$ cat src/sv/dvr_pkg.sv
// shared types and constants for the distance vector routing block
package dvr_pkg;

  // fixed widths of the channel words and the configuration register
  localparam int COST_IN_W = 16;
  localparam int IDX_OUT_W = 3;
  localparam int DIST_OUT_W = 16;
  localparam int CFG_W = 4;

  // engine sequencer states
  typedef enum logic [2:0] {
    ST_LOAD,
    ST_RSTART,
    ST_RHEAD,
    ST_RCMP,
    ST_RWB,
    ST_DRD,
    ST_DLD,
    ST_DOUT
  } dvr_state_t;

endpackage

$ cat src/sv/dvr_in_if.sv
// input channel: one link cost per word
interface dvr_in_if;
  logic                           valid;
  logic                           ready;
  logic [dvr_pkg::COST_IN_W-1:0]  cost;

  modport source (output valid, output cost, input ready);
  modport sink (input valid, input cost, output ready);
endinterface

$ cat src/sv/dvr_out_if.sv
// result channel: one routing table entry per word
interface dvr_out_if;
  logic                           valid;
  logic                           ready;
  logic [dvr_pkg::IDX_OUT_W-1:0]  router;
  logic [dvr_pkg::IDX_OUT_W-1:0]  destination;
  logic [dvr_pkg::IDX_OUT_W-1:0]  next_hop;
  logic [dvr_pkg::DIST_OUT_W-1:0] distance;
  logic                           last;

  modport source (output valid, output router, output destination, output next_hop,
                  output distance, output last, input ready);
  modport sink (input valid, input router, input destination, input next_hop,
                input distance, input last, output ready);
endinterface

$ cat src/sv/dvr_ram.sv
// generic simple dual port ram with registered read
module dvr_ram #(
  parameter int WIDTH = 16,
  parameter int DEPTH = 64
) (
  input  logic                     clk,
  input  logic                     we,
  input  logic [$clog2(DEPTH)-1:0] waddr,
  input  logic [WIDTH-1:0]         wdata,
  input  logic [$clog2(DEPTH)-1:0] raddr,
  output logic [WIDTH-1:0]         rdata
);

  logic [WIDTH-1:0] mem [DEPTH];

  // write port and registered read port
  always_ff @(posedge clk) begin
    if (we) begin
      mem[waddr] <= wdata;
    end
    rdata <= mem[raddr];
  end

endmodule

$ cat src/sv/dvr_engine.sv
// load, relaxation and dump sequencer around the link cost and route memories
module dvr_engine #(
  parameter int MAX_NODES = 8,
  parameter int COST_BITS = 16
) (
  input  logic                         clk,
  input  logic                         rst_n,
  input  logic [$clog2(MAX_NODES)-1:0] n_last,
  input  logic                         restart,
  dvr_in_if.sink                       in_ch,
  dvr_out_if.source                    out_ch
);

  localparam int IW = $clog2(MAX_NODES);
  localparam int AW = 2 * IW;
  localparam int DEPTH = 1 << AW;
  localparam int CW = COST_BITS;
  localparam int RW = CW + IW;
  localparam int OW = dvr_pkg::IDX_OUT_W;
  localparam int DW = dvr_pkg::DIST_OUT_W;
  localparam int INW = dvr_pkg::COST_IN_W;

  dvr_pkg::dvr_state_t state_r, state_nxt;

  logic [IW-1:0] row_r, row_nxt;
  logic [IW-1:0] col_r, col_nxt;
  logic [IW-1:0] via_r, via_nxt;
  logic [CW-1:0] cur_dist_r, cur_dist_nxt;
  logic [IW-1:0] cur_hop_r, cur_hop_nxt;
  logic          changed_r, changed_nxt;
  logic          out_valid_r, out_valid_nxt;
  logic [IW-1:0] out_router_r, out_router_nxt;
  logic [IW-1:0] out_dest_r, out_dest_nxt;
  logic [IW-1:0] out_hop_r, out_hop_nxt;
  logic [CW-1:0] out_dist_r, out_dist_nxt;
  logic          out_last_r, out_last_nxt;

  // memory ports
  logic          lk_we;
  logic [AW-1:0] lk_waddr, lk_raddr;
  logic [CW-1:0] lk_wdata, lk_rdata;
  logic          rt_we;
  logic [AW-1:0] rt_waddr, rt_raddr;
  logic [RW-1:0] rt_wdata, rt_rdata;

  dvr_ram #(.WIDTH(CW), .DEPTH(DEPTH)) u_link_ram (
    .clk   (clk),
    .we    (lk_we),
    .waddr (lk_waddr),
    .wdata (lk_wdata),
    .raddr (lk_raddr),
    .rdata (lk_rdata)
  );

  dvr_ram #(.WIDTH(RW), .DEPTH(DEPTH)) u_route_ram (
    .clk   (clk),
    .we    (rt_we),
    .waddr (rt_waddr),
    .wdata (rt_wdata),
    .raddr (rt_raddr),
    .rdata (rt_rdata)
  );

  // incoming cost cut or extended to the internal cost width
  logic [CW+INW-1:0] cost_ext;
  logic [CW-1:0]     cost_v;
  assign cost_ext = {{CW{1'b0}}, in_ch.cost};
  assign cost_v   = cost_ext[CW-1:0];

  // table walk helpers
  logic          col_wrap, last_entry, diag;
  logic [IW-1:0] via_inc;
  assign col_wrap   = (col_r == n_last);
  assign last_entry = col_wrap && (row_r == n_last);
  assign diag       = (row_r == col_r);
  assign via_inc    = via_r + IW'(1);

  // relaxation candidate, own entry forwarded from the working register
  logic [CW-1:0] rt_rdist, via_dist, cand;
  logic [IW-1:0] rt_rhop;
  logic [CW:0]   sum;
  assign rt_rdist = rt_rdata[RW-1:IW];
  assign rt_rhop  = rt_rdata[IW-1:0];
  assign via_dist = (via_r == row_r) ? cur_dist_r : rt_rdist;
  assign sum      = {1'b0, lk_rdata} + {1'b0, via_dist};
  assign cand     = sum[CW] ? {CW{1'b1}} : sum[CW-1:0];

  // state and working registers
  always_ff @(posedge clk) begin
    if (!rst_n) begin
      state_r     <= dvr_pkg::ST_LOAD;
      row_r       <= '0;
      col_r       <= '0;
      via_r       <= '0;
      changed_r   <= 1'b0;
      out_valid_r <= 1'b0;
    end else begin
      state_r     <= state_nxt;
      row_r       <= row_nxt;
      col_r       <= col_nxt;
      via_r       <= via_nxt;
      changed_r   <= changed_nxt;
      out_valid_r <= out_valid_nxt;
    end
    cur_dist_r   <= cur_dist_nxt;
    cur_hop_r    <= cur_hop_nxt;
    out_router_r <= out_router_nxt;
    out_dest_r   <= out_dest_nxt;
    out_hop_r    <= out_hop_nxt;
    out_dist_r   <= out_dist_nxt;
    out_last_r   <= out_last_nxt;
  end

  // next state, memory control and result register
  always_comb begin
    logic [IW-1:0] row_adv, col_adv;
    row_adv = col_wrap ? row_r + IW'(1) : row_r;
    col_adv = col_wrap ? '0 : col_r + IW'(1);
    if (last_entry) begin
      row_adv = '0;
      col_adv = '0;
    end

    state_nxt      = state_r;
    row_nxt        = row_r;
    col_nxt        = col_r;
    via_nxt        = via_r;
    cur_dist_nxt   = cur_dist_r;
    cur_hop_nxt    = cur_hop_r;
    changed_nxt    = changed_r;
    out_valid_nxt  = out_valid_r;
    out_router_nxt = out_router_r;
    out_dest_nxt   = out_dest_r;
    out_hop_nxt    = out_hop_r;
    out_dist_nxt   = out_dist_r;
    out_last_nxt   = out_last_r;

    lk_we    = 1'b0;
    lk_waddr = {row_r, col_r};
    lk_wdata = diag ? '0 : cost_v;
    lk_raddr = {row_r, via_r};
    rt_we    = 1'b0;
    rt_waddr = {row_r, col_r};
    rt_wdata = {(diag ? {CW{1'b0}} : cost_v), col_r};
    rt_raddr = {row_r, col_r};

    case (state_r)
      dvr_pkg::ST_LOAD: begin
        if (restart) begin
          row_nxt = '0;
          col_nxt = '0;
        end else if (in_ch.valid) begin
          // link cost and initial route written side by side
          lk_we   = 1'b1;
          rt_we   = 1'b1;
          row_nxt = row_adv;
          col_nxt = col_adv;
          if (last_entry) begin
            changed_nxt = 1'b0;
            state_nxt   = dvr_pkg::ST_RSTART;
          end
        end
      end
      dvr_pkg::ST_RSTART: begin
        rt_raddr  = {row_r, col_r};
        state_nxt = dvr_pkg::ST_RHEAD;
      end
      dvr_pkg::ST_RHEAD: begin
        // take the entry being relaxed, start the via scan
        cur_dist_nxt = rt_rdist;
        cur_hop_nxt  = rt_rhop;
        lk_raddr     = {row_r, {IW{1'b0}}};
        rt_raddr     = {{IW{1'b0}}, col_r};
        via_nxt      = '0;
        state_nxt    = dvr_pkg::ST_RCMP;
      end
      dvr_pkg::ST_RCMP: begin
        if (cur_dist_r > cand) begin
          cur_dist_nxt = cand;
          cur_hop_nxt  = via_r;
          changed_nxt  = 1'b1;
        end
        lk_raddr = {row_r, via_inc};
        rt_raddr = {via_inc, col_r};
        if (via_r == n_last) begin
          state_nxt = dvr_pkg::ST_RWB;
        end else begin
          via_nxt = via_inc;
        end
      end
      dvr_pkg::ST_RWB: begin
        rt_we    = 1'b1;
        rt_wdata = {cur_dist_r, cur_hop_r};
        row_nxt  = row_adv;
        col_nxt  = col_adv;
        if (last_entry) begin
          if (changed_r) begin
            changed_nxt = 1'b0;
            state_nxt   = dvr_pkg::ST_RSTART;
          end else begin
            state_nxt = dvr_pkg::ST_DRD;
          end
        end else begin
          state_nxt = dvr_pkg::ST_RSTART;
        end
      end
      dvr_pkg::ST_DRD: begin
        rt_raddr  = {row_r, col_r};
        state_nxt = dvr_pkg::ST_DLD;
      end
      dvr_pkg::ST_DLD: begin
        // table entry into the result register
        out_valid_nxt  = 1'b1;
        out_router_nxt = row_r;
        out_dest_nxt   = col_r;
        out_hop_nxt    = rt_rhop;
        out_dist_nxt   = rt_rdist;
        out_last_nxt   = last_entry;
        row_nxt        = row_adv;
        col_nxt        = col_adv;
        state_nxt      = dvr_pkg::ST_DOUT;
      end
      dvr_pkg::ST_DOUT: begin
        rt_raddr = {row_r, col_r};
        if (out_ch.ready) begin
          out_valid_nxt = 1'b0;
          state_nxt     = out_last_r ? dvr_pkg::ST_LOAD : dvr_pkg::ST_DLD;
        end
      end
      default: begin
        state_nxt = dvr_pkg::ST_LOAD;
      end
    endcase
  end

  // result word, widened or cut to the channel widths
  logic [OW+IW-1:0] router_ext, dest_ext, hop_ext;
  logic [DW+CW-1:0] dist_ext;
  assign router_ext = {{OW{1'b0}}, out_router_r};
  assign dest_ext   = {{OW{1'b0}}, out_dest_r};
  assign hop_ext    = {{OW{1'b0}}, out_hop_r};
  assign dist_ext   = {{DW{1'b0}}, out_dist_r};

  assign in_ch.ready        = (state_r == dvr_pkg::ST_LOAD);
  assign out_ch.valid       = out_valid_r;
  assign out_ch.router      = router_ext[OW-1:0];
  assign out_ch.destination = dest_ext[OW-1:0];
  assign out_ch.next_hop    = hop_ext[OW-1:0];
  assign out_ch.distance    = dist_ext[DW-1:0];
  assign out_ch.last        = out_last_r;

endmodule

$ cat src/sv/distance_vector_routing.sv
// top level of the distance vector routing table builder
// Costs come in one word per cycle, row-major over num_nodes x num_nodes (diagonal taken as
// zero); a configuration write sets num_nodes (held to 2..MAX_NODES) and, while loading, restarts the load.
// When the matrix is complete the block stops taking words and relaxes the table in place
// with a Bellman-Ford sweep over one link cost memory and one route memory, each with a
// single read and a single write port, scanning one via per cycle through the memory read for
// each table entry of a pass; passes repeat until one makes no change. The table is then sent
// as n*n result words, one at a time, each held while the output stalls, the final word
// marked last, after which costs are taken again.
module distance_vector_routing #(
  parameter int MAX_NODES = 8,
  parameter int COST_BITS = 16
) (
  input  logic                     clk,
  input  logic                     rst_n,
  input  logic                     cfg_we,
  input  logic [dvr_pkg::CFG_W-1:0] cfg_wdata,
  dvr_in_if.sink                   in_ch,
  dvr_out_if.source                out_ch
);

  localparam int IW = $clog2(MAX_NODES);
  localparam logic [dvr_pkg::CFG_W-1:0] MaxN = dvr_pkg::CFG_W'(MAX_NODES);
  localparam logic [dvr_pkg::CFG_W-1:0] MinN = dvr_pkg::CFG_W'(2);

  logic [IW-1:0]             n_last_r, n_last_nxt;
  logic [dvr_pkg::CFG_W-1:0] n_clamp, n_minus;

  // node count held to the supported range
  always_comb begin
    if (cfg_wdata < MinN) begin
      n_clamp = MinN;
    end else if (cfg_wdata > MaxN) begin
      n_clamp = MaxN;
    end else begin
      n_clamp = cfg_wdata;
    end
    n_minus    = n_clamp - dvr_pkg::CFG_W'(1);
    n_last_nxt = cfg_we ? n_minus[IW-1:0] : n_last_r;
  end

  // node count register
  always_ff @(posedge clk) begin
    if (!rst_n) begin
      n_last_r <= IW'(MAX_NODES - 1);
    end else begin
      n_last_r <= n_last_nxt;
    end
  end

  dvr_engine #(.MAX_NODES(MAX_NODES), .COST_BITS(COST_BITS)) u_engine (
    .clk     (clk),
    .rst_n   (rst_n),
    .n_last  (n_last_r),
    .restart (cfg_we),
    .in_ch   (in_ch),
    .out_ch  (out_ch)
  );

endmodule

$ cat src/flat_wrapper.sv
// flat-port wrapper written by rule: the top's interface ports become plain ports
module distance_vector_routing_flat 
#(
  parameter int MAX_NODES = 8,
  parameter int COST_BITS = 16
)
  (clk, rst_n, cfg_we, cfg_wdata, in_ch_valid, in_ch_cost, in_ch_ready, out_ch_valid, out_ch_router, out_ch_destination, out_ch_next_hop, out_ch_distance, out_ch_last, out_ch_ready);
  dvr_in_if in_ch_i ();
  dvr_out_if out_ch_i ();
  input  logic clk;
  input  logic rst_n;
  input  logic cfg_we;
  input  logic [dvr_pkg::CFG_W-1:0] cfg_wdata;
  input wire logic [$bits(in_ch_i.valid)-1:0] in_ch_valid;
  input wire logic [$bits(in_ch_i.cost)-1:0] in_ch_cost;
  output wire logic [$bits(in_ch_i.ready)-1:0] in_ch_ready;
  output wire logic [$bits(out_ch_i.valid)-1:0] out_ch_valid;
  output wire logic [$bits(out_ch_i.router)-1:0] out_ch_router;
  output wire logic [$bits(out_ch_i.destination)-1:0] out_ch_destination;
  output wire logic [$bits(out_ch_i.next_hop)-1:0] out_ch_next_hop;
  output wire logic [$bits(out_ch_i.distance)-1:0] out_ch_distance;
  output wire logic [$bits(out_ch_i.last)-1:0] out_ch_last;
  input wire logic [$bits(out_ch_i.ready)-1:0] out_ch_ready;
  assign in_ch_i.valid = in_ch_valid;
  assign in_ch_i.cost = in_ch_cost;
  assign in_ch_ready = in_ch_i.ready;
  assign out_ch_valid = out_ch_i.valid;
  assign out_ch_router = out_ch_i.router;
  assign out_ch_destination = out_ch_i.destination;
  assign out_ch_next_hop = out_ch_i.next_hop;
  assign out_ch_distance = out_ch_i.distance;
  assign out_ch_last = out_ch_i.last;
  assign out_ch_i.ready = out_ch_ready;
  distance_vector_routing #(.MAX_NODES(MAX_NODES), .COST_BITS(COST_BITS)) u_core (.clk(clk), .rst_n(rst_n), .cfg_we(cfg_we), .cfg_wdata(cfg_wdata), .in_ch(in_ch_i), .out_ch(out_ch_i));
endmodule
$ cat config.mk
export PLATFORM = sky130hd
export DESIGN_NAME = distance_vector_routing_flat
export DESIGN_NICKNAME = d
export VERILOG_FILES = /design/src/sv/dvr_pkg.sv /design/src/sv/dvr_in_if.sv /design/src/sv/dvr_out_if.sv /design/src/sv/dvr_ram.sv /design/src/sv/dvr_engine.sv /design/src/sv/distance_vector_routing.sv /design/src/flat_wrapper.sv
export SDC_FILE = /design/constraint.sdc
export NUM_CORES = 2
export LEC_CHECK = 0
export BUFFER_PORTS_ARGS = -buffer_cell sky130_fd_sc_hd__buf_2
export CORE_MARGIN = 4
export CORE_UTILIZATION = 50
export DETAILED_ROUTE_END_ITERATION = 8
export PLACE_DENSITY_LB_ADDON = 0.25
export REMOVE_ABC_BUFFERS = 1
export SETUP_SLACK_MARGIN = 0.15
export SKIP_LAST_GASP = 1
export SLEW_MARGIN = 20
export SYNTH_ARGS = -nofsm -noshare
export SYNTH_HDL_FRONTEND = slang
export SYNTH_HIERARCHICAL = 1
export SYNTH_SLANG_ARGS = --single-unit
$ cat constraint.sdc
create_clock -name clk -period 10.05 [get_ports clk]
set_clock_uncertainty 0.15 [all_clocks]
set_input_delay 0.5025 -clock clk [delete_from_list [all_inputs] [get_ports clk]]
set_output_delay 0.5025 -clock clk [all_outputs]
set_load 0.005 [all_outputs]
==> run_results.csv <==
group,metric,value,unit
status,status,"completed",
sta,slew_viol_final,0,
pwr,p_total,19.6,mW
floorplan,die_x,436,um
critical_path,path_buf_inv,1,
placed_design,post_dp_cell_area,0.0953,mm2
grt,grt.total_usage,23.0,%
grt,met2_usage,38.1,%
critical_path,crit_chain,"buf_4 -> xnor2_1 -> nand3_1 -> mux2_2 -> ha_1 -> a21oi_1 -> nor2b_1 -> a2111oi_0 -> o311ai_0 -> and2_1 -> ha_1 -> nand4_1 -> or2_2 -> o311a_1 -> o22ai_2",
synth,synth-seq-cells,2337,
detailed_routing,drt-initial-drc-count,5070,
clock_tree,clk_pin_slew,0.06,ns
sta,tightest_slew,1.14,ns
detailed_routing,postRouteWirelength,219,mm
synth,syn_avg_cell_area,20.8,um2
pwr,powerDensity,192,mW/mm2
clock_tree,cts-root-buf,"clkbuf_16",
critical_path,cp_common_cell,"ha_1",
sta,setup_tns,0,ns
floorplan,start_util,50.5,%
detailed_routing,vias,44600,
placed_design,hpwl,125,mm
grt,busiest_layer,"met2",
synth,ys_seq_area_share,76.0,%
detailed_routing,drc,0,
clock_tree,ctsResizeCount,0,
pwr,power.leakage,31.7,nW
cells_and_area,design_area,0.102,mm2
clock_tree,clock_latency,0.85,ns
grt,grt_pass1_vias,44900,
sta,setup_viol,0,
critical_path,start_kind,"flip-flop",
critical_path,crit_path_end_kind,"flip-flop",
detailed_routing,ant_nets,0,
clock_tree,cts_tree,"done",
floorplan,chipHeight,436,um
synth,synth_area,0.0917,mm2
floorplan,io_pins,53,
synth,synth.distinct_cells,76,
sta,period_share,68.4,%
cells_and_area,area_delta_synth_final,11.7,%
critical_path,crit_required,10.35,ns
grt,grt_first_pass_wirelength,319,mm
job,timing.max_cap.violations,0,
cells_and_area,fill_cells,13400,
floorplan,coreArea,0.182,mm2
synth,synth_area_leaders,"edfxtp_1 75%, mux4_2 12%, mux2i_1 2.5%, dfxtp_1 1.1%, mux2_2 1.0%",
detailed_routing,dr.pass1.iters,6,
grt,grt_max_degree,124,
clock_tree,numCtsBuffers,219,
sta,hold_viol,0,
synth,synth_edf_count,2285,
grt,use_met1,31.7,%
critical_path,cp_slowest_cell,"o22ai_2",
synth,synth_warnings,6,
critical_path,critical_path_class,"flip-flop to flip-flop",
clock_tree,clk_path_buf_depth,3,
clock_tree,clkSinkCount,2337,
synth,syn_inst,4399,
sta,fin_crit,6.87,ns
grt,grt_overflow,0,
sta,timing.fmax,146,MHz
critical_path,crit_fanout,54,
grt,antenna_found_initial,10,
critical_path,cpPeakStageDelay,0.81,ns
critical_path,cp_data_arrival_time,7.17,ns
clock_tree,cts_max_level,4,
pwr,ir_drop,0.172,mV
floorplan,die-area,0.190,mm2
synth,synthFlopType,"edfxtp_1",
synth,async_reset_ff_share,0,%
min_path,hold_class,"input port to flip-flop",
synth,synth_top_area_cell,"edfxtp_1",
placed_design,place_congestion,0.835,
critical_path,path_delay_family,"compound AO/OA/AOI/OAI gates",
detailed_routing,vias_per_cell,6.22,
cells_and_area,fin_nets,4684,
grt,gr-usage-met3,3.36,%
sta,rsz0062_at_grt,"false",
detailed_routing,wl_per_cell,30.5,um
floorplan,core.rowCount,156,
cells_and_area,layout-drive-gt1-share,25.5,%
sta,timing.slew.headroom,24.0,%
placed_design,portBuffers,52,
synth,synth_top_area_share,74.9,%
==> synth_stat cells (5+ instances only) <==
master    number
a211o_1       10
a211oi_1      20
a21boi_0       7
a21o_1        10
a21oi_1       40
a221o_1        6
a221oi_1      20
a22o_1        10
a22oi_1       83
a311oi_1      10
a31oi_1       37
a41oi_1        5
and2_1        27
and3_1        12
and4_1         8
buf_1          8
buf_12         5
buf_2         73
buf_4         36
buf_6         31
clkbuf_1      86
dfxtp_1       52
edfxtp_1    2285
ha_1          36
inv_1         13
mux2_2        84
mux2i_1      226
mux4_2       486
nand2_1      108
nand2b_1      30
nand3_1       41
nand3b_1       7
nand4_1       23
nor2_1       182
nor2b_1       42
nor3_1        18
o21ai_0       56
o21ai_1        5
o22a_1        12
o22ai_1       37
o31a_1        12
o31ai_1       13
xnor2_1       16
xor2_1        16
==> cell type report <==
cell class / count / area, um2 / share of cell area [%]
flip-flops and latches: 2337 / 69700 / 68.0
clock inverters: 105 / 1140 / 1.12
multi-input cells: 1804 / 20800 / 20.3
inverters: 13 / 48.8 / 0.0476
clock buffers: 295 / 5910 / 5.77
repair buffers: 247 / 1850 / 1.80
well taps: 2370 / 2970 / 2.90
diodes: 6 / 15.0 / 0.0147
==> report_power, final <==
| group | internal, mW | switching, mW | leakage [nW] | total [mW] |
|---|---|---|---|---|
| logic | 0.221 | 0.458 | 6.81 | 0.679 |
| clock network | 4.67 | 3.48 | 3.43 | 8.15 |
| registers | 10.8 | 0.0326 | 21.5 | 10.8 |
| total | 15.7 | 3.97 | 31.7 | 19.6 |
==> worst register-to-register path, delay by kind of cell, from the launching register on <==
kind	cells	cell delay [ns]
simple gates	5	1.46
compound gates	5	2.44
buf+inv	1	0.69
xor+xnor	1	0.23
fa+ha+maj	2	0.65
mux	1	0.54
flops	1	0.31
==> placed cells by master, fill, tap and decap left out, drive strengths merged, types with 19 or more instances in the layout <==
| cell | count |
|---|---|
| a211oi | 20 |
| a21oi | 42 |
| a221oi | 20 |
| a22oi | 83 |
| a31oi | 37 |
| and2 | 27 |
| buf | 238 |
| bufinv | 22 |
| clkbuf | 295 |
| clkinv | 75 |
| dfxtp | 52 |
| edfxtp | 2285 |
| ha | 36 |
| inv | 20 |
| mux2 | 84 |
| mux2i | 226 |
| mux4 | 490 |
| nand2 | 109 |
| nand2b | 30 |
| nand3 | 41 |
| nand4 | 23 |
| nor2 | 185 |
| nor2b | 42 |
| nor3 | 19 |
| o21ai | 61 |
| o22ai | 37 |
==> cell families (layout without fill, tap and decap cells) <==
family,count (synthesis),count (layout),synth area share (%)
xor+xnor,32,32,0.306
flops,2337,2337,76.0
simple gates,524,524,2.79
buf+inv,258,660,1.69
fa+ha+maj,37,37,0.513
mux,800,800,15.6
compound gates,411,411,3.16
other cells,0,6,0
==> path summary, 6_finish.rpt <==
kind | from | endpoint | slack [ns] | depth (start not counted)
worst max-delay path | u_core/u_engine/row_r[0] | u_core/u_engine/cur_dist_r[6] | 3.18 | 15
worst min-delay path | cfg_wdata[1] | u_core/n_last_r[2] | 0.11 | 5
worst max register to register | u_core/u_engine/row_r[0] | u_core/u_engine/cur_dist_r[6] | 3.18 | 15
worst min register to register | u_core/u_engine/u_route_ram/rdata[7] | u_core/u_engine/out_ch.distance[4] | 0.30 | 0
==> per-stage QoR <==
stage | utilization (%) | cells | setup WS [ns] | hold WS, ns
floorplan | - | 4154 | -27.30 | 0.258
global placement | 52.5 | 6762 | 3.41 | 0.289
detailed placement | 52.5 | 6762 | 3.17 | 0.295
CTS | 56.4 | 7171 | 3.19 | 0.0398
global route | 56.4 | 7173 | 2.69 | 0.0955
finish | 56.4 | 7177 | 3.18 | 0.115
==> repair_timing <==
action	CTS	global route
setup endpoints to repair	0	0
hold buffers	9	0
setup buffers	0	0
endpoints found under the hold margin	17	0
==> routing by layer <==
| layer | vias up | share of wire [%] |
|---|---|---|
| met5 | - | 0 |
| met4 | 0 | 3.4 |
| met3 | 358 | 6.4 |
| met2 | 1701 | 50 |
| met1 | 23800 | 40 |
| li1 | 18800 | - |
==> registers in the layout, indices dropped and copies added, names as in the netlist <==
name,cells
u_core/u_engine/out_ch.next_hop,3
u_core/u_engine/out_ch.distance,16
u_core/u_engine/col_r,3
u_core/u_engine/u_route_ram/mem,1216
u_core/u_engine/cur_dist_r,16
u_core/u_engine/u_link_ram/rdata,16
u_core/u_engine/out_ch.destination,3
u_core/u_engine/cur_hop_r,3
u_core/u_engine/out_ch.last,1
u_core/u_engine/state_r,3
u_core/u_engine/u_route_ram/rdata,19
u_core/u_engine/row_r,3
u_core/u_engine/u_link_ram/mem,1024
u_core/u_engine/out_ch.router,3
u_core/u_engine/out_ch.valid,1
u_core/u_engine/via_r,3
u_core/u_engine/changed_r,1
u_core/n_last_r,3
(Power assumes the default switching activity.)
